===== config.mk =====
export PLATFORM = sky130hd
export DESIGN_NAME = uart_rx_timeout_packetizer_flat
export DESIGN_NICKNAME = d
export VERILOG_FILES = /design/src/hdl/urtp_pkg.sv /design/src/hdl/urtp_if.sv /design/src/hdl/uart_rx_timeout_packetizer.sv /design/src/hdl/urtp_ram.sv /design/src/hdl/urtp_front.sv /design/src/hdl/urtp_cmdq.sv /design/src/hdl/urtp_back.sv /design/src/flat_wrapper.sv
export VERILOG_INCLUDE_DIRS = /design/src /design/src/hdl
export SDC_FILE = /design/constraint.sdc
export NUM_CORES = 2
export LEC_CHECK = 0
export ABC_AREA = 0
export ABC_CLOCK_PERIOD_IN_PS = 12300
export BUFFER_PORTS_ARGS = -buffer_cell sky130_fd_sc_hd__buf_4
export CORE_MARGIN = 3
export CORE_UTILIZATION = 57
export DETAILED_ROUTE_END_ITERATION = 12
export PLACE_DENSITY = 0.83
export SETUP_SLACK_MARGIN = 0.02
export SYNTH_ARGS = -nofsm -noshare
export SYNTH_HDL_FRONTEND = slang
export SYNTH_HIERARCHICAL = 1
export SYNTH_SLANG_ARGS = --single-unit
export TNS_END_PERCENT = 10

===== constraint.sdc =====
create_clock -name clk -period 12.3 [get_ports clk]
set_clock_uncertainty 0.1 [all_clocks]
set_input_delay 1.23 -clock clk [delete_from_list [all_inputs] [get_ports clk]]
set_output_delay 1.23 -clock clk [all_outputs]
set_load 0.01 [all_outputs]

===== src/hdl/uart_rx_timeout_packetizer_macros.svh =====
// assertion macros shared by the packetizer rtl
// no dependencies; included by the files that carry assertions
`ifndef UART_RX_TIMEOUT_PACKETIZER_MACROS_SVH
`define UART_RX_TIMEOUT_PACKETIZER_MACROS_SVH
`ifndef SYNTH
`define URTP_ASSERT_HOLD(name, ante, cons, msg) \
    name: assert property (@(posedge clk) disable iff (!rst_n) (ante) |-> (cons)) \
        else $error(msg);
`define URTP_ASSERT_NEXT(name, ante, cons, msg) \
    name: assert property (@(posedge clk) disable iff (!rst_n) (ante) |=> (cons)) \
        else $error(msg);
`else
`define URTP_ASSERT_HOLD(name, ante, cons, msg)
`define URTP_ASSERT_NEXT(name, ante, cons, msg)
`endif
`endif


===== src/hdl/urtp_pkg.sv =====
// shared constants, types and helper functions of the uart rx packetizer
// no dependencies
package urtp_pkg;

    localparam int FIFO_DEPTH  = 256;
    localparam int PTR_W       = $clog2(FIFO_DEPTH);
    localparam int FILL_W      = PTR_W + 1;
    localparam int TIMER_W     = 17;
    localparam int THRESH_MAX  = 50;
    localparam int MARK_LEN    = 5;
    localparam int LEN_W       = $clog2(THRESH_MAX + MARK_LEN + 1);
    localparam int HDR_LEN     = 9;
    localparam int HDR_IDX_W   = $clog2(HDR_LEN);
    localparam int HDR_CHAN    = 4;
    localparam int MARK_IDX_W  = $clog2(MARK_LEN);
    localparam int CMDQ_DEPTH  = 4;
    localparam int CMDQ_PTR_W  = $clog2(CMDQ_DEPTH);

    localparam int CHAN_W      = 3;
    localparam int THR_W       = 6;
    localparam int TIMEOUT_W   = 16;
    localparam int STEP_W      = 10;
    localparam int CFG_IDX_W   = 3;
    localparam int CFG_DATA_W  = 16;

    localparam logic [31:0] FRAME_TAG = 32'h0000_0034;
    localparam logic [7:0]  LINE_FEED = 8'h0A;

    localparam logic OP_BYTE    = 1'b0;
    localparam logic OP_TICK    = 1'b1;
    localparam logic KIND_FRAME = 1'b0;
    localparam logic KIND_DROP  = 1'b1;

    typedef enum logic [CFG_IDX_W-1:0] {
        CFG_CHANNEL = 3'd0,
        CFG_THRESH  = 3'd1,
        CFG_TIMEOUT = 3'd2,
        CFG_STEP    = 3'd3,
        CFG_ENDIAN  = 3'd4
    } cfg_idx_t;

    // one request from the front to the back: a drop report or a frame of len bytes
    typedef struct packed {
        logic             drop;
        logic [LEN_W-1:0] len;
    } cmd_t;

    function automatic logic [LEN_W-1:0] clamp_thresh(input logic [THR_W-1:0] s);
        logic [LEN_W-1:0] r;
        if (s == '0)
            r = LEN_W'(1);
        else if (s > THR_W'(THRESH_MAX))
            r = LEN_W'(THRESH_MAX);
        else
            r = LEN_W'(s);
        return r;
    endfunction

    function automatic logic [7:0] marker_byte(input logic [MARK_IDX_W-1:0] idx);
        logic [7:0] r;
        r = (idx == MARK_IDX_W'(2)) ? LINE_FEED : 8'h00;
        return r;
    endfunction

    // tag word, channel byte, length word
    function automatic logic [7:0] header_byte(
        input logic [HDR_IDX_W-1:0] idx,
        input logic [CHAN_W-1:0]    chan,
        input logic [LEN_W-1:0]     len,
        input logic                 big
    );
        logic [31:0] word;
        logic [1:0]  sel;
        logic [7:0]  r;
        if (idx < HDR_IDX_W'(HDR_CHAN))
        begin
            word = FRAME_TAG;
            sel  = idx[1:0];
        end
        else
        begin
            word = 32'(len);
            sel  = 2'(idx - HDR_IDX_W'(HDR_CHAN + 1));
        end
        if (big)
            sel = 2'd3 - sel;
        r = word[{sel, 3'b000} +: 8];
        if (idx == HDR_IDX_W'(HDR_CHAN))
            r = 8'(chan);
        return r;
    endfunction

endpackage


===== src/hdl/urtp_if.sv =====
// valid/ready channel interfaces for received items and emitted results
// no dependencies
interface urtp_in_if;
    logic       valid;
    logic       ready;
    logic       opcode;
    logic [7:0] rx_byte;

    modport source (output valid, output opcode, output rx_byte, input ready);
    modport sink   (input valid, input opcode, input rx_byte, output ready);
endinterface

interface urtp_out_if;
    logic       valid;
    logic       ready;
    logic       out_kind;
    logic [7:0] out_byte;
    logic       frame_last;

    modport source (output valid, output out_kind, output out_byte, output frame_last,
                    input ready);
    modport sink   (input valid, input out_kind, input out_byte, input frame_last,
                    output ready);
endinterface


===== src/hdl/uart_rx_timeout_packetizer.sv =====
// top level of the uart rx idle-timeout packetizer: config registers and wiring
// depends on urtp_pkg, urtp_if, urtp_ram, urtp_front, urtp_cmdq and urtp_back
//
//  port       | dir  | request carries
//  -----------+------+-------------------------------------------
//  item       | in   | opcode (byte / tick), rx_byte
//  result     | out  | out_kind (frame / drop), out_byte, frame_last
//  cfg_*      | in   | write enable, register index, write data
//
// an item is taken while idle and handled in the next cycle; no new item is taken until it is done
// a byte waits while the ram is full of entries a frame has not yet read, or while its drop request is not taken
// a timeout flush writes five marker bytes (one ram write port), then issues one request
// a frame leaves at one byte per cycle while the result side is ready: nine header bytes, then length data bytes
// result back-pressure fills the four-entry request queue, then stops input
// reset clears pointers, counters, timer and config; ram contents are not cleared
module uart_rx_timeout_packetizer (
    input  logic                             clk,
    input  logic                             rst_n,
    urtp_in_if.sink                          item,
    urtp_out_if.source                       result,
    input  logic                             cfg_we,
    input  logic [urtp_pkg::CFG_IDX_W-1:0]   cfg_index,
    input  logic [urtp_pkg::CFG_DATA_W-1:0]  cfg_data
);
    import urtp_pkg::*;

    logic [CHAN_W-1:0]    channel_id_reg;
    logic [THR_W-1:0]     send_threshold_reg;
    logic [TIMEOUT_W-1:0] timeout_limit_reg;
    logic [STEP_W-1:0]    time_step_reg;
    logic                 big_endian_reg;

    logic                 wr_en;
    logic [PTR_W-1:0]     wr_addr;
    logic [7:0]           wr_data;
    logic                 rd_en;
    logic [PTR_W-1:0]     rd_addr;
    logic [7:0]           rd_data;
    logic                 push_valid;
    logic                 push_ready;
    cmd_t                 push_cmd;
    logic                 pop_valid;
    logic                 pop_ready;
    cmd_t                 pop_cmd;

    always_ff @(posedge clk or negedge rst_n)
    begin
        if (!rst_n)
        begin
            channel_id_reg     <= CHAN_W'(1);
            send_threshold_reg <= THR_W'(32);
            timeout_limit_reg  <= TIMEOUT_W'(100);
            time_step_reg      <= STEP_W'(10);
            big_endian_reg     <= 1'b0;
        end
        else if (cfg_we)
        begin
            case (cfg_idx_t'(cfg_index))
                CFG_CHANNEL: channel_id_reg     <= cfg_data[CHAN_W-1:0];
                CFG_THRESH:  send_threshold_reg <= cfg_data[THR_W-1:0];
                CFG_TIMEOUT: timeout_limit_reg  <= cfg_data[TIMEOUT_W-1:0];
                CFG_STEP:    time_step_reg      <= cfg_data[STEP_W-1:0];
                CFG_ENDIAN:  big_endian_reg     <= cfg_data[0];
                default:     ;
            endcase
        end
    end

    urtp_front u_front (
        .clk            (clk),
        .rst_n          (rst_n),
        .item           (item),
        .send_threshold (send_threshold_reg),
        .timeout_limit  (timeout_limit_reg),
        .time_step      (time_step_reg),
        .pop            (rd_en),
        .wr_en          (wr_en),
        .wr_addr        (wr_addr),
        .wr_data        (wr_data),
        .cmd_valid      (push_valid),
        .cmd            (push_cmd),
        .cmd_ready      (push_ready)
    );

    urtp_ram #(
        .DEPTH (FIFO_DEPTH),
        .WIDTH (8)
    ) u_ram (
        .clk     (clk),
        .wr_en   (wr_en),
        .wr_addr (wr_addr),
        .wr_data (wr_data),
        .rd_en   (rd_en),
        .rd_addr (rd_addr),
        .rd_data (rd_data)
    );

    urtp_cmdq u_cmdq (
        .clk        (clk),
        .rst_n      (rst_n),
        .push_valid (push_valid),
        .push_ready (push_ready),
        .push_data  (push_cmd),
        .pop_valid  (pop_valid),
        .pop_ready  (pop_ready),
        .pop_data   (pop_cmd)
    );

    urtp_back u_back (
        .clk        (clk),
        .rst_n      (rst_n),
        .cmd_valid  (pop_valid),
        .cmd        (pop_cmd),
        .cmd_ready  (pop_ready),
        .channel_id (channel_id_reg),
        .big_endian (big_endian_reg),
        .rd_en      (rd_en),
        .rd_addr    (rd_addr),
        .rd_data    (rd_data),
        .result     (result)
    );

endmodule


===== src/hdl/urtp_ram.sv =====
// simple dual-port byte store, one write and one registered read per cycle
// no dependencies
module urtp_ram #(
    parameter int DEPTH = 256,
    parameter int WIDTH = 8
) (
    input  logic                     clk,
    input  logic                     wr_en,
    input  logic [$clog2(DEPTH)-1:0] wr_addr,
    input  logic [WIDTH-1:0]         wr_data,
    input  logic                     rd_en,
    input  logic [$clog2(DEPTH)-1:0] rd_addr,
    output logic [WIDTH-1:0]         rd_data
);

    logic [WIDTH-1:0] mem_reg [DEPTH];
    logic [WIDTH-1:0] rd_data_reg;

    always_ff @(posedge clk)
    begin
        if (wr_en)
            mem_reg[wr_addr] <= wr_data;
        if (rd_en)
            rd_data_reg <= mem_reg[rd_addr];
    end

    assign rd_data = rd_data_reg;

endmodule


===== src/hdl/urtp_front.sv =====
// front end: takes items, keeps the fifo write pointer, fill and idle timer, issues requests
// depends on urtp_pkg, urtp_if and the assertion macros
`include "uart_rx_timeout_packetizer_macros.svh"
module urtp_front (
    input  logic                             clk,
    input  logic                             rst_n,
    urtp_in_if.sink                          item,
    input  logic [urtp_pkg::THR_W-1:0]       send_threshold,
    input  logic [urtp_pkg::TIMEOUT_W-1:0]   timeout_limit,
    input  logic [urtp_pkg::STEP_W-1:0]      time_step,
    input  logic                             pop,
    output logic                             wr_en,
    output logic [urtp_pkg::PTR_W-1:0]       wr_addr,
    output logic [7:0]                       wr_data,
    output logic                             cmd_valid,
    output urtp_pkg::cmd_t                   cmd,
    input  logic                             cmd_ready
);
    import urtp_pkg::*;

    typedef enum logic [1:0] {
        S_IDLE,
        S_DECIDE,
        S_MARK,
        S_CLOSE
    } state_t;

    state_t                  state_reg, state_next;
    logic                    op_reg, op_next;
    logic [7:0]              byte_reg, byte_next;
    logic [PTR_W-1:0]        wr_ptr_reg, wr_ptr_next;
    logic [FILL_W-1:0]       fill_reg, fill_next;
    // entries still held in ram, including bytes already handed to the back
    logic [FILL_W-1:0]       phys_reg, phys_next;
    logic [TIMER_W-1:0]      timer_reg, timer_next;
    logic [MARK_IDX_W-1:0]   mark_idx_reg, mark_idx_next;

    logic [LEN_W-1:0]        thr;
    logic                    fill_over;
    logic                    timed_out;
    logic                    fifo_full;
    logic                    phys_room;
    logic                    mark_room;

    assign thr       = clamp_thresh(send_threshold);
    assign fill_over = fill_reg > FILL_W'(thr);
    assign timed_out = timer_reg > TIMER_W'(timeout_limit);
    assign fifo_full = fill_reg == FILL_W'(FIFO_DEPTH);
    assign phys_room = phys_reg < FILL_W'(FIFO_DEPTH);
    assign mark_room = phys_reg <= FILL_W'(FIFO_DEPTH - MARK_LEN);

    assign item.ready = state_reg == S_IDLE;
    assign wr_addr    = wr_ptr_reg;

    always_comb
    begin
        state_next    = state_reg;
        op_next       = op_reg;
        byte_next     = byte_reg;
        fill_next     = fill_reg;
        timer_next    = timer_reg;
        mark_idx_next = mark_idx_reg;
        wr_en         = 1'b0;
        wr_data       = byte_reg;
        cmd_valid     = 1'b0;
        cmd           = '0;

        case (state_reg)
            S_IDLE:
            begin
                if (item.valid)
                begin
                    op_next    = item.opcode;
                    byte_next  = item.rx_byte;
                    state_next = S_DECIDE;
                end
            end
            S_DECIDE:
            begin
                if (op_reg == OP_BYTE)
                begin
                    timer_next = '0;
                    if (fifo_full)
                    begin
                        cmd_valid = 1'b1;
                        cmd.drop  = 1'b1;
                        if (cmd_ready)
                            state_next = S_IDLE;
                    end
                    else if (phys_room)
                    begin
                        wr_en      = 1'b1;
                        fill_next  = fill_reg + 1'b1;
                        state_next = S_IDLE;
                    end
                end
                else if (fill_over)
                begin
                    cmd_valid = 1'b1;
                    cmd.len   = thr;
                    if (cmd_ready)
                    begin
                        fill_next  = fill_reg - FILL_W'(thr);
                        state_next = S_IDLE;
                    end
                end
                else if (timed_out)
                begin
                    if (fill_reg == '0)
                        state_next = S_IDLE;
                    else if (mark_room)
                    begin
                        mark_idx_next = '0;
                        state_next    = S_MARK;
                    end
                end
                else
                begin
                    timer_next = timer_reg + TIMER_W'(time_step);
                    state_next = S_IDLE;
                end
            end
            S_MARK:
            begin
                wr_en         = 1'b1;
                wr_data       = marker_byte(mark_idx_reg);
                fill_next     = fill_reg + 1'b1;
                mark_idx_next = mark_idx_reg + 1'b1;
                if (mark_idx_reg == MARK_IDX_W'(MARK_LEN - 1))
                    state_next = S_CLOSE;
            end
            S_CLOSE:
            begin
                cmd_valid = 1'b1;
                cmd.len   = fill_reg[LEN_W-1:0];
                if (cmd_ready)
                begin
                    fill_next  = '0;
                    state_next = S_IDLE;
                end
            end
            default:
            begin
                state_next = S_IDLE;
            end
        endcase
    end

    assign wr_ptr_next = wr_en ? wr_ptr_reg + 1'b1 : wr_ptr_reg;
    assign phys_next   = phys_reg + FILL_W'(wr_en) - FILL_W'(pop);

    always_ff @(posedge clk or negedge rst_n)
    begin
        if (!rst_n)
        begin
            state_reg    <= S_IDLE;
            op_reg       <= OP_BYTE;
            byte_reg     <= '0;
            wr_ptr_reg   <= '0;
            fill_reg     <= '0;
            phys_reg     <= '0;
            timer_reg    <= '0;
            mark_idx_reg <= '0;
        end
        else
        begin
            state_reg    <= state_next;
            op_reg       <= op_next;
            byte_reg     <= byte_next;
            wr_ptr_reg   <= wr_ptr_next;
            fill_reg     <= fill_next;
            phys_reg     <= phys_next;
            timer_reg    <= timer_next;
            mark_idx_reg <= mark_idx_next;
        end
    end

    `URTP_ASSERT_HOLD(a_phys_covers_fill, 1'b1, phys_reg >= fill_reg, "ram count below fill")
    `URTP_ASSERT_HOLD(a_write_has_room, wr_en, phys_reg < FILL_W'(FIFO_DEPTH), "write into full ram")
    `URTP_ASSERT_HOLD(a_frame_not_empty, cmd_valid && !cmd.drop, cmd.len != '0, "empty frame request")

endmodule


===== src/hdl/urtp_cmdq.sv =====
// short request queue between the front and the back
// depends on urtp_pkg
module urtp_cmdq (
    input  logic            clk,
    input  logic            rst_n,
    input  logic            push_valid,
    output logic            push_ready,
    input  urtp_pkg::cmd_t  push_data,
    output logic            pop_valid,
    input  logic            pop_ready,
    output urtp_pkg::cmd_t  pop_data
);
    import urtp_pkg::*;

    cmd_t                  entry_reg [CMDQ_DEPTH];
    logic [CMDQ_PTR_W-1:0] head_reg, head_next;
    logic [CMDQ_PTR_W-1:0] tail_reg, tail_next;
    logic [CMDQ_PTR_W:0]   count_reg, count_next;
    logic                  do_push;
    logic                  do_pop;

    assign push_ready = count_reg != (CMDQ_PTR_W + 1)'(CMDQ_DEPTH);
    assign pop_valid  = count_reg != '0;
    assign pop_data   = entry_reg[head_reg];

    assign do_push    = push_valid && push_ready;
    assign do_pop     = pop_valid && pop_ready;
    assign head_next  = do_pop ? head_reg + 1'b1 : head_reg;
    assign tail_next  = do_push ? tail_reg + 1'b1 : tail_reg;
    assign count_next = count_reg + (CMDQ_PTR_W + 1)'(do_push) - (CMDQ_PTR_W + 1)'(do_pop);

    always_ff @(posedge clk)
    begin
        if (do_push)
            entry_reg[tail_reg] <= push_data;
    end

    always_ff @(posedge clk or negedge rst_n)
    begin
        if (!rst_n)
        begin
            head_reg  <= '0;
            tail_reg  <= '0;
            count_reg <= '0;
        end
        else
        begin
            head_reg  <= head_next;
            tail_reg  <= tail_next;
            count_reg <= count_next;
        end
    end

endmodule


===== src/hdl/urtp_back.sv =====
// back end: turns requests into drop reports or framed byte streams, output register
// depends on urtp_pkg, urtp_if and the assertion macros
`include "uart_rx_timeout_packetizer_macros.svh"
module urtp_back (
    input  logic                          clk,
    input  logic                          rst_n,
    input  logic                          cmd_valid,
    input  urtp_pkg::cmd_t                cmd,
    output logic                          cmd_ready,
    input  logic [urtp_pkg::CHAN_W-1:0]   channel_id,
    input  logic                          big_endian,
    output logic                          rd_en,
    output logic [urtp_pkg::PTR_W-1:0]    rd_addr,
    input  logic [7:0]                    rd_data,
    urtp_out_if.source                    result
);
    import urtp_pkg::*;

    typedef enum logic [1:0] {
        B_IDLE,
        B_DROP,
        B_HDR,
        B_DATA
    } state_t;

    state_t                 state_reg, state_next;
    logic [LEN_W-1:0]       len_reg, len_next;
    logic [LEN_W-1:0]       issue_cnt_reg, issue_cnt_next;
    logic [LEN_W-1:0]       out_cnt_reg, out_cnt_next;
    logic [HDR_IDX_W-1:0]   hdr_idx_reg, hdr_idx_next;
    logic [PTR_W-1:0]       rd_ptr_reg, rd_ptr_next;
    // ram read data is pending in the read register
    logic                   s1_valid_reg, s1_valid_next;
    logic                   out_valid_reg, out_valid_next;
    logic                   out_kind_reg, out_kind_next;
    logic [7:0]             out_byte_reg, out_byte_next;
    logic                   out_last_reg, out_last_next;

    logic                   out_free;
    logic                   s1_move;

    assign out_free  = !out_valid_reg || result.ready;
    assign s1_move   = state_reg == B_DATA && s1_valid_reg && out_free;
    assign rd_en     = (state_reg == B_HDR || state_reg == B_DATA) && issue_cnt_reg != '0
                       && (!s1_valid_reg || s1_move);
    assign rd_addr   = rd_ptr_reg;
    assign cmd_ready = state_reg == B_IDLE;

    assign result.valid      = out_valid_reg;
    assign result.out_kind   = out_kind_reg;
    assign result.out_byte   = out_byte_reg;
    assign result.frame_last = out_last_reg;

    always_comb
    begin
        state_next     = state_reg;
        len_next       = len_reg;
        issue_cnt_next = issue_cnt_reg;
        out_cnt_next   = out_cnt_reg;
        hdr_idx_next   = hdr_idx_reg;
        out_valid_next = out_valid_reg && !result.ready;
        out_kind_next  = out_kind_reg;
        out_byte_next  = out_byte_reg;
        out_last_next  = out_last_reg;

        case (state_reg)
            B_IDLE:
            begin
                if (cmd_valid)
                begin
                    if (cmd.drop)
                        state_next = B_DROP;
                    else
                    begin
                        len_next       = cmd.len;
                        issue_cnt_next = cmd.len;
                        out_cnt_next   = cmd.len;
                        hdr_idx_next   = '0;
                        state_next     = B_HDR;
                    end
                end
            end
            B_DROP:
            begin
                if (out_free)
                begin
                    out_valid_next = 1'b1;
                    out_kind_next  = KIND_DROP;
                    out_byte_next  = '0;
                    out_last_next  = 1'b1;
                    state_next     = B_IDLE;
                end
            end
            B_HDR:
            begin
                if (out_free)
                begin
                    out_valid_next = 1'b1;
                    out_kind_next  = KIND_FRAME;
                    out_byte_next  = header_byte(hdr_idx_reg, channel_id, len_reg, big_endian);
                    out_last_next  = 1'b0;
                    hdr_idx_next   = hdr_idx_reg + 1'b1;
                    if (hdr_idx_reg == HDR_IDX_W'(HDR_LEN - 1))
                        state_next = B_DATA;
                end
            end
            B_DATA:
            begin
                if (s1_move)
                begin
                    out_valid_next = 1'b1;
                    out_kind_next  = KIND_FRAME;
                    out_byte_next  = rd_data;
                    out_last_next  = out_cnt_reg == LEN_W'(1);
                    out_cnt_next   = out_cnt_reg - 1'b1;
                    if (out_cnt_reg == LEN_W'(1))
                        state_next = B_IDLE;
                end
            end
            default:
            begin
                state_next = B_IDLE;
            end
        endcase

        if (rd_en)
            issue_cnt_next = issue_cnt_next - 1'b1;
    end

    assign rd_ptr_next   = rd_en ? rd_ptr_reg + 1'b1 : rd_ptr_reg;
    assign s1_valid_next = rd_en ? 1'b1 : (s1_move ? 1'b0 : s1_valid_reg);

    always_ff @(posedge clk or negedge rst_n)
    begin
        if (!rst_n)
        begin
            state_reg     <= B_IDLE;
            len_reg       <= '0;
            issue_cnt_reg <= '0;
            out_cnt_reg   <= '0;
            hdr_idx_reg   <= '0;
            rd_ptr_reg    <= '0;
            s1_valid_reg  <= 1'b0;
            out_valid_reg <= 1'b0;
            out_kind_reg  <= KIND_FRAME;
            out_byte_reg  <= '0;
            out_last_reg  <= 1'b0;
        end
        else
        begin
            state_reg     <= state_next;
            len_reg       <= len_next;
            issue_cnt_reg <= issue_cnt_next;
            out_cnt_reg   <= out_cnt_next;
            hdr_idx_reg   <= hdr_idx_next;
            rd_ptr_reg    <= rd_ptr_next;
            s1_valid_reg  <= s1_valid_next;
            out_valid_reg <= out_valid_next;
            out_kind_reg  <= out_kind_next;
            out_byte_reg  <= out_byte_next;
            out_last_reg  <= out_last_next;
        end
    end

    `URTP_ASSERT_HOLD(a_data_balance, state_reg == B_HDR || state_reg == B_DATA, out_cnt_reg == issue_cnt_reg + LEN_W'(s1_valid_reg), "data count mismatch")
    `URTP_ASSERT_HOLD(a_read_in_frame, s1_valid_reg, state_reg == B_HDR || state_reg == B_DATA, "read data outside a frame")
    `URTP_ASSERT_NEXT(a_last_ends_frame, s1_move && out_cnt_reg == LEN_W'(1), state_reg == B_IDLE && !s1_valid_reg && issue_cnt_reg == '0, "frame not closed after last byte")

endmodule


===== src/flat_wrapper.sv =====
// flat-port wrapper written by rule: the top's interface ports become plain ports
module uart_rx_timeout_packetizer_flat import urtp_pkg::*;
  (clk, rst_n, cfg_we, cfg_index, cfg_data, item_valid, item_opcode, item_rx_byte, item_ready, result_valid, result_out_kind, result_out_byte, result_frame_last, result_ready);
  urtp_in_if item_i ();
  urtp_out_if result_i ();
  input  logic clk;
  input  logic rst_n;
  input  logic cfg_we;
  input  logic [urtp_pkg::CFG_IDX_W-1:0] cfg_index;
  input  logic [urtp_pkg::CFG_DATA_W-1:0] cfg_data;
  input wire logic [$bits(item_i.valid)-1:0] item_valid;
  input wire logic [$bits(item_i.opcode)-1:0] item_opcode;
  input wire logic [$bits(item_i.rx_byte)-1:0] item_rx_byte;
  output wire logic [$bits(item_i.ready)-1:0] item_ready;
  output wire logic [$bits(result_i.valid)-1:0] result_valid;
  output wire logic [$bits(result_i.out_kind)-1:0] result_out_kind;
  output wire logic [$bits(result_i.out_byte)-1:0] result_out_byte;
  output wire logic [$bits(result_i.frame_last)-1:0] result_frame_last;
  input wire logic [$bits(result_i.ready)-1:0] result_ready;
  assign item_i.valid = item_valid;
  assign item_i.opcode = item_opcode;
  assign item_i.rx_byte = item_rx_byte;
  assign item_ready = item_i.ready;
  assign result_valid = result_i.valid;
  assign result_out_kind = result_i.out_kind;
  assign result_out_byte = result_i.out_byte;
  assign result_frame_last = result_i.frame_last;
  assign result_i.ready = result_ready;
  uart_rx_timeout_packetizer u_core (.clk(clk), .rst_n(rst_n), .item(item_i), .result(result_i), .cfg_we(cfg_we), .cfg_index(cfg_index), .cfg_data(cfg_data));
endmodule

Word-level counts from Yosys, hierarchy flattened
Memories as Yosys holds them, arrays and structs flattened. A register that Yosys moved wholly into a read port is not among the register bits.
Index checks and enable logic that the tools add are counted.

operators by class
  equality and inequality tests = 40
  reduce and logical (&&, ||, !) cells = 42
  mux-type cells = 92
  order comparisons = 6
  shift operators = 1
  add/sub/neg operators = 17
  bitwise gates (word level) = 1

operator list
  kind                   count
  $mux W6                12
  $mux W32               2
  $mux W9                6
  $mux W17               3
  $mux W2                23
  $mux W8                5
  $shiftx A32 B6 Y8      1
  $ne A2 B2 Y1 const B   15
  $pmux W9 S3            1
  $pmux W6 S2            2
  $pmux W8 S3            1
  $mux W1                19
  $reduce_and A6 Y1      3
  $add A17 B10 Y17       1
  $gt A17 B16 Y1         1
  $add A8 B1 Y8 const B  2
  $mux W4                4
  $pmux W2 S4            2
  $reduce_and A4 Y1      4
  $mux W3                5
  $ne A3 B3 Y1 const B   5
  $reduce_and A2 Y1      6
  $sub A6 B1 Y6 const B  2
  $add A9 B1 Y9          1
  44 further kinds       73

storage, ports and cells
  register bits = 144
  memories = 2
  memory bits (writable) = 2076
  bits of input ports = 33
  output and inout bits = 12

memories
  name                     words  bits a word  read ports  clocked after memory_dff  wr ports  line             source
  u_core.u_ram.mem_reg     256    8            1           1                         1         urtp_ram.sv:16   logic [WIDTH-1:0] mem_reg [DEPTH];
  u_core.u_cmdq.entry_reg  4      7            1           0                         1         urtp_cmdq.sv:15  cmd_t entry_reg [CMDQ_DEPTH];

Longest topological paths before layout
  word-level depth = 12
  gate-level depth with buffers = 18
  depth with buffers taken out = 18

Modules after synthesis
Netlist, hierarchy kept.

by module, submodules not included
  module                      cells an instance  instances  sequential area each (µm²)  area an instance (µm²)
  urtp_ram                    3733               1          61739.2                     79636.4
  urtp_front                  501                1          1426.4                      4509.3
  urtp_back                   260                1          1101.1                      2437.3
  urtp_cmdq                   78                 1          1016.0                      1486.4
  uart_rx_timeout_packetizer  81                 1          909.6                       1397.6

Worst setup path after synthesis
Ideal clock, no wire load.

  path kind = reg-to-reg
  start = register u_core.u_front.state_reg[0]
  end = memory u_core.u_ram.mem_reg[0][1] (data pin)
  path slack = -1.016 ns
  stages on the path, launching flop included = 6
  buffers on the path = 2
  arrival = 11.029 ns
  clock period less this slack = 13.316 ns
  cells stage by stage = dfrtp_1 > inv_1 > ha_1 > clkbuf_1 > clkbuf_1 > o21ai_0

on the way
  cells in the longest elaborated chain, start to end = 2

RTL lines
  item                      line                              source
  start: declaration        urtp_front.sv:28                  state_t state_reg, state_next;
  start signal: assignment  urtp_front.sv:167                 state_reg <= state_next;
  $eq A2 B2 Y1              urtp_front.sv:68                  case (state_reg)
  $mux W8                   urtp_front.sv:68
  via u_core.wr_data[1]     uart_rx_timeout_packetizer.sv:35  logic [7:0] wr_data;
  end: declaration          urtp_ram.sv:16

The timed path passes the listed nets, and every way through them passes these cells.

==> reports/metrics.yaml <==
outcome:
  outcome: "completed"
clock_network:
  postCtsSetupBuffers: 0
  clock-sinks: 2228
  cts_root_buf: "clkbuf_16"
  clk_latency_ps: 840
  cts_tree: "built"
  postCtsHoldBufs: 0
  h-tree-depth: 4
  postCtsResizedCells: 0
  clock_path_buffers: 3
  cts_inserted_buffers: 207
  clk_pin_slew_ps: 70
global_route:
  grt_use_total: 0.277
  antenna_found_initial: 8
  grt_max_degree: 251
  grt_pass1_vias: 48500
  gr-total-overflow: 0
  grt_pass1_wl_mm: 330
placement:
  hpwlAfterDp_mm: 125
  place_congestion: 0.881
  dp_slack_ps: 6670
  dp.cells: 6546
  io_buffers: 44
synthesis:
  yosys_warnings: 6
  synth_top_family_by_area: "multiplexers"
  ys_seq_elements: 2228
  syn_nets: 4760
  synth_flop_cell: "edfxtp_1"
  synth_xor_area_frac: 0.00411
  synth_compound_gate_area_share: 0.0449
  synthAdderAreaFrac: 0.0107
  avgSynthCellArea_sq_um: 19.2
  yosys.area_share.simple: 0.0412
  synth_mux_area_frac: 0.138
  synth_cells: 4653
  ys_seq_area_frac: 0.740
  ys_async_sr_fraction: 0.0646
  synth_edf_count: 2084
  syn_area_sq_mm: 0.0895
  synth.distinct_cells: 100
floorplan:
  design.portCount: 45
  rows: 144
  die_w_microns: 402
  die_y_microns: 402
  start_util: 0.577
  die_area_sq_mm: 0.162
  coreArea_sq_mm: 0.155
detailed_routing:
  drc_errors: 0
  vias: 48200
  wl_per_cell_microns: 32.2
  drt_wl_total_mm: 224
  avgViaCountPerCell: 6.95
  ant_nets: 0
  drtIter0Drc: 7966
  dr.pass1.iters: 7
timing:
  maxSlewViolCount: 0
  fin_crit_ps: 5790
  fin_ws_ps: 6510
  fmax_ghz: 0.173
  period_share: 0.470
  hold_violations: 0
  setup_viol: 0
  relSlewSlack: 0.0482
  rsz0062_at_grt: "no"
  tightest_slew_ps: 1410
  holdWs_ps: 322
final_layout:
  layoutNonFillerInstCount: 6938
  nets: 4819
  drive_gt1_frac: 0.196
  largest_reg_flops: 2048
  area_delta_synth_final_pct: 9.80
min_path:
  holdCritPathClass: "input port to asynchronous set/reset pin"
setup_path:
  end_kind: "flip-flop"
  rr_worst_depth: 8
  path_class: "flip-flop to flip-flop"
  crit_required_ps: 12710
  cp-start-kind: "flip-flop"
  path_max_fanout: 85
  cp.arrival_ps: 6200
power_and_ir_drop:
  power_leakage_nw: 31.4
  ir_worst_vdd_mv: 0.237
  power_mw: 23.1
  power_density_mw_per_mm2: 235
flow_run:
  maxCapViolCount: 0
==> cell usage in the layout, fill, tap and decap left out, types with 23 or more instances in the layout <==
cell / n
inv_1: 69
xnor2_1: 24
dfrtp_1: 132
o22ai_1: 36
clkbuf_16: 209
nand2_1: 109
nand3_1: 50
mux2_2: 37
o21ai_0: 47
nand4_1: 23
nor2b_1: 38
nor4_1: 26
a22oi_1: 139
nor3_1: 37
buf_4: 97
nor2_1: 328
ha_1: 70
a21oi_1: 151
mux4_2: 461
clkinv_1: 60
o221ai_1: 49
mux2i_1: 139
clkinv_2: 35
edfxtp_1: 2084
clkbuf_1: 46
==> layer usage <==
layer / vias to the layer above / global-route usage / routed length (microns)
li1: 19100 / - / -
met1: 24400 / 0.365 / 76000
met2: 3885 / 0.437 / 108000
met3: 786 / 0.0707 / 27500
met4: 10 / 0.135 / 12500
met5: - / 0 / 70
==> kinds of logic (layout without fill, tap and decap cells) <==
| family | count (synthesis) | count (layout) |
|---|---|---|
| other cells | 0 | 4 |
| buf+inv | 332 | 569 |
| fa+ha+maj | 74 | 74 |
| mux | 650 | 650 |
| simple gates | 748 | 748 |
| compound gates | 579 | 579 |
| xor+xnor | 42 | 42 |
| flops | 2228 | 2228 |
==> where the power goes <==
part           switching, mW  internal [mW]  total, mW
clock                   2.84           3.45       6.29
combinational           4.39           2.45       6.84
sequential             0.370           9.62       9.99
total                   7.59           15.5       23.1
==> through the flow <==
step | TNS [ps] | area, sq um | util
floorplan | -520330 | 89500 | -
global placement | 0 | 91500 | 0.591
detailed placement | 0 | 91500 | 0.591
CTS | 0 | 98200 | 0.634
global route | 0 | 98200 | 0.634
finish | 0 | 98200 | 0.634
==> critical path, stage by stage, from the launching register on <==
cell	delay, ps
dfrtp_4	970
buf_4	800
buf_12	530
mux4_2	590
nor2b_1	150
a211oi_1	500
nor3_1	220
nor4_1	1220
nor4_2	130
==> synth_stat cells, drive strengths merged, types with 6 or more instances <==
| cell type | number | area, sq um |
|---|---|---|
| or3 | 11 | 73.8 |
| o21ai | 53 | 265 |
| a21oi | 151 | 756 |
| a221oi | 15 | 138 |
| nand3b | 8 | 60.1 |
| o22ai | 36 | 225 |
| nor4 | 32 | 225 |
| a22oi | 139 | 1040 |
| nand2 | 109 | 409 |
| xnor2 | 24 | 210 |
| dfrtp | 137 | 3430 |
| nor3 | 38 | 195 |
| a31oi | 8 | 56.3 |
| o22a | 6 | 52.6 |
| o31ai | 8 | 60.1 |
| and3 | 10 | 67.6 |
| inv | 70 | 263 |
| clkbuf | 124 | 467 |
| nand4 | 24 | 156 |
| nor2 | 332 | 1250 |
| nor2b | 47 | 294 |
| o221ai | 50 | 444 |
| buf | 137 | 1140 |
| and2 | 12 | 75.1 |
| edfxtp | 2084 | 62600 |
| a22o | 21 | 184 |
| mux4 | 463 | 10400 |
| or2 | 6 | 37.5 |
| nand3 | 54 | 275 |
| a211oi | 18 | 135 |
| o211ai | 18 | 145 |
| nor4b | 7 | 97.6 |
| and3b | 6 | 52.6 |
| a21boi | 8 | 67.6 |
| mux2 | 48 | 544 |
| dfstp | 7 | 184 |
| mux2i | 139 | 1390 |
| nor3b | 8 | 71.3 |
| ha | 70 | 876 |
| nand2b | 21 | 131 |
| xor2 | 18 | 158 |
| o32ai | 8 | 77.6 |
==> worst paths after layout <==
check	start	to	slack [ps]
min in group clk	u_core/u_back/len_reg[5]	u_core/u_back/len_reg[5]	380
hold reg to reg	u_core/u_back/len_reg[5]	u_core/u_back/len_reg[5]	380
setup / recovery	u_core/u_back/rd_addr[0]	u_core/u_ram/rd_data[0]	6510
max in group asynchronous	rst_n	u_core/u_back/rd_addr[1]	10200
setup reg to reg	u_core/u_back/rd_addr[0]	u_core/u_ram/rd_data[0]	6510
hold / removal	rst_n	u_core/u_front/fill_reg[4]	320
==> area by class of cell <==
| class | instances | area, sq um |
|---|---|---|
| clock inverters | 130 | 1220 |
| well taps | 2044 | 2560 |
| fillers | 9796 | 56700 |
| flip-flops and latches | 2228 | 66200 |
| clock buffers | 257 | 5430 |
| multi-input cells | 2093 | 21600 |
| repair buffers | 111 | 985 |
| inverters | 71 | 267 |
| diodes | 4 | 10.0 |
Note: power is estimated with default switching activity, not from simulation.
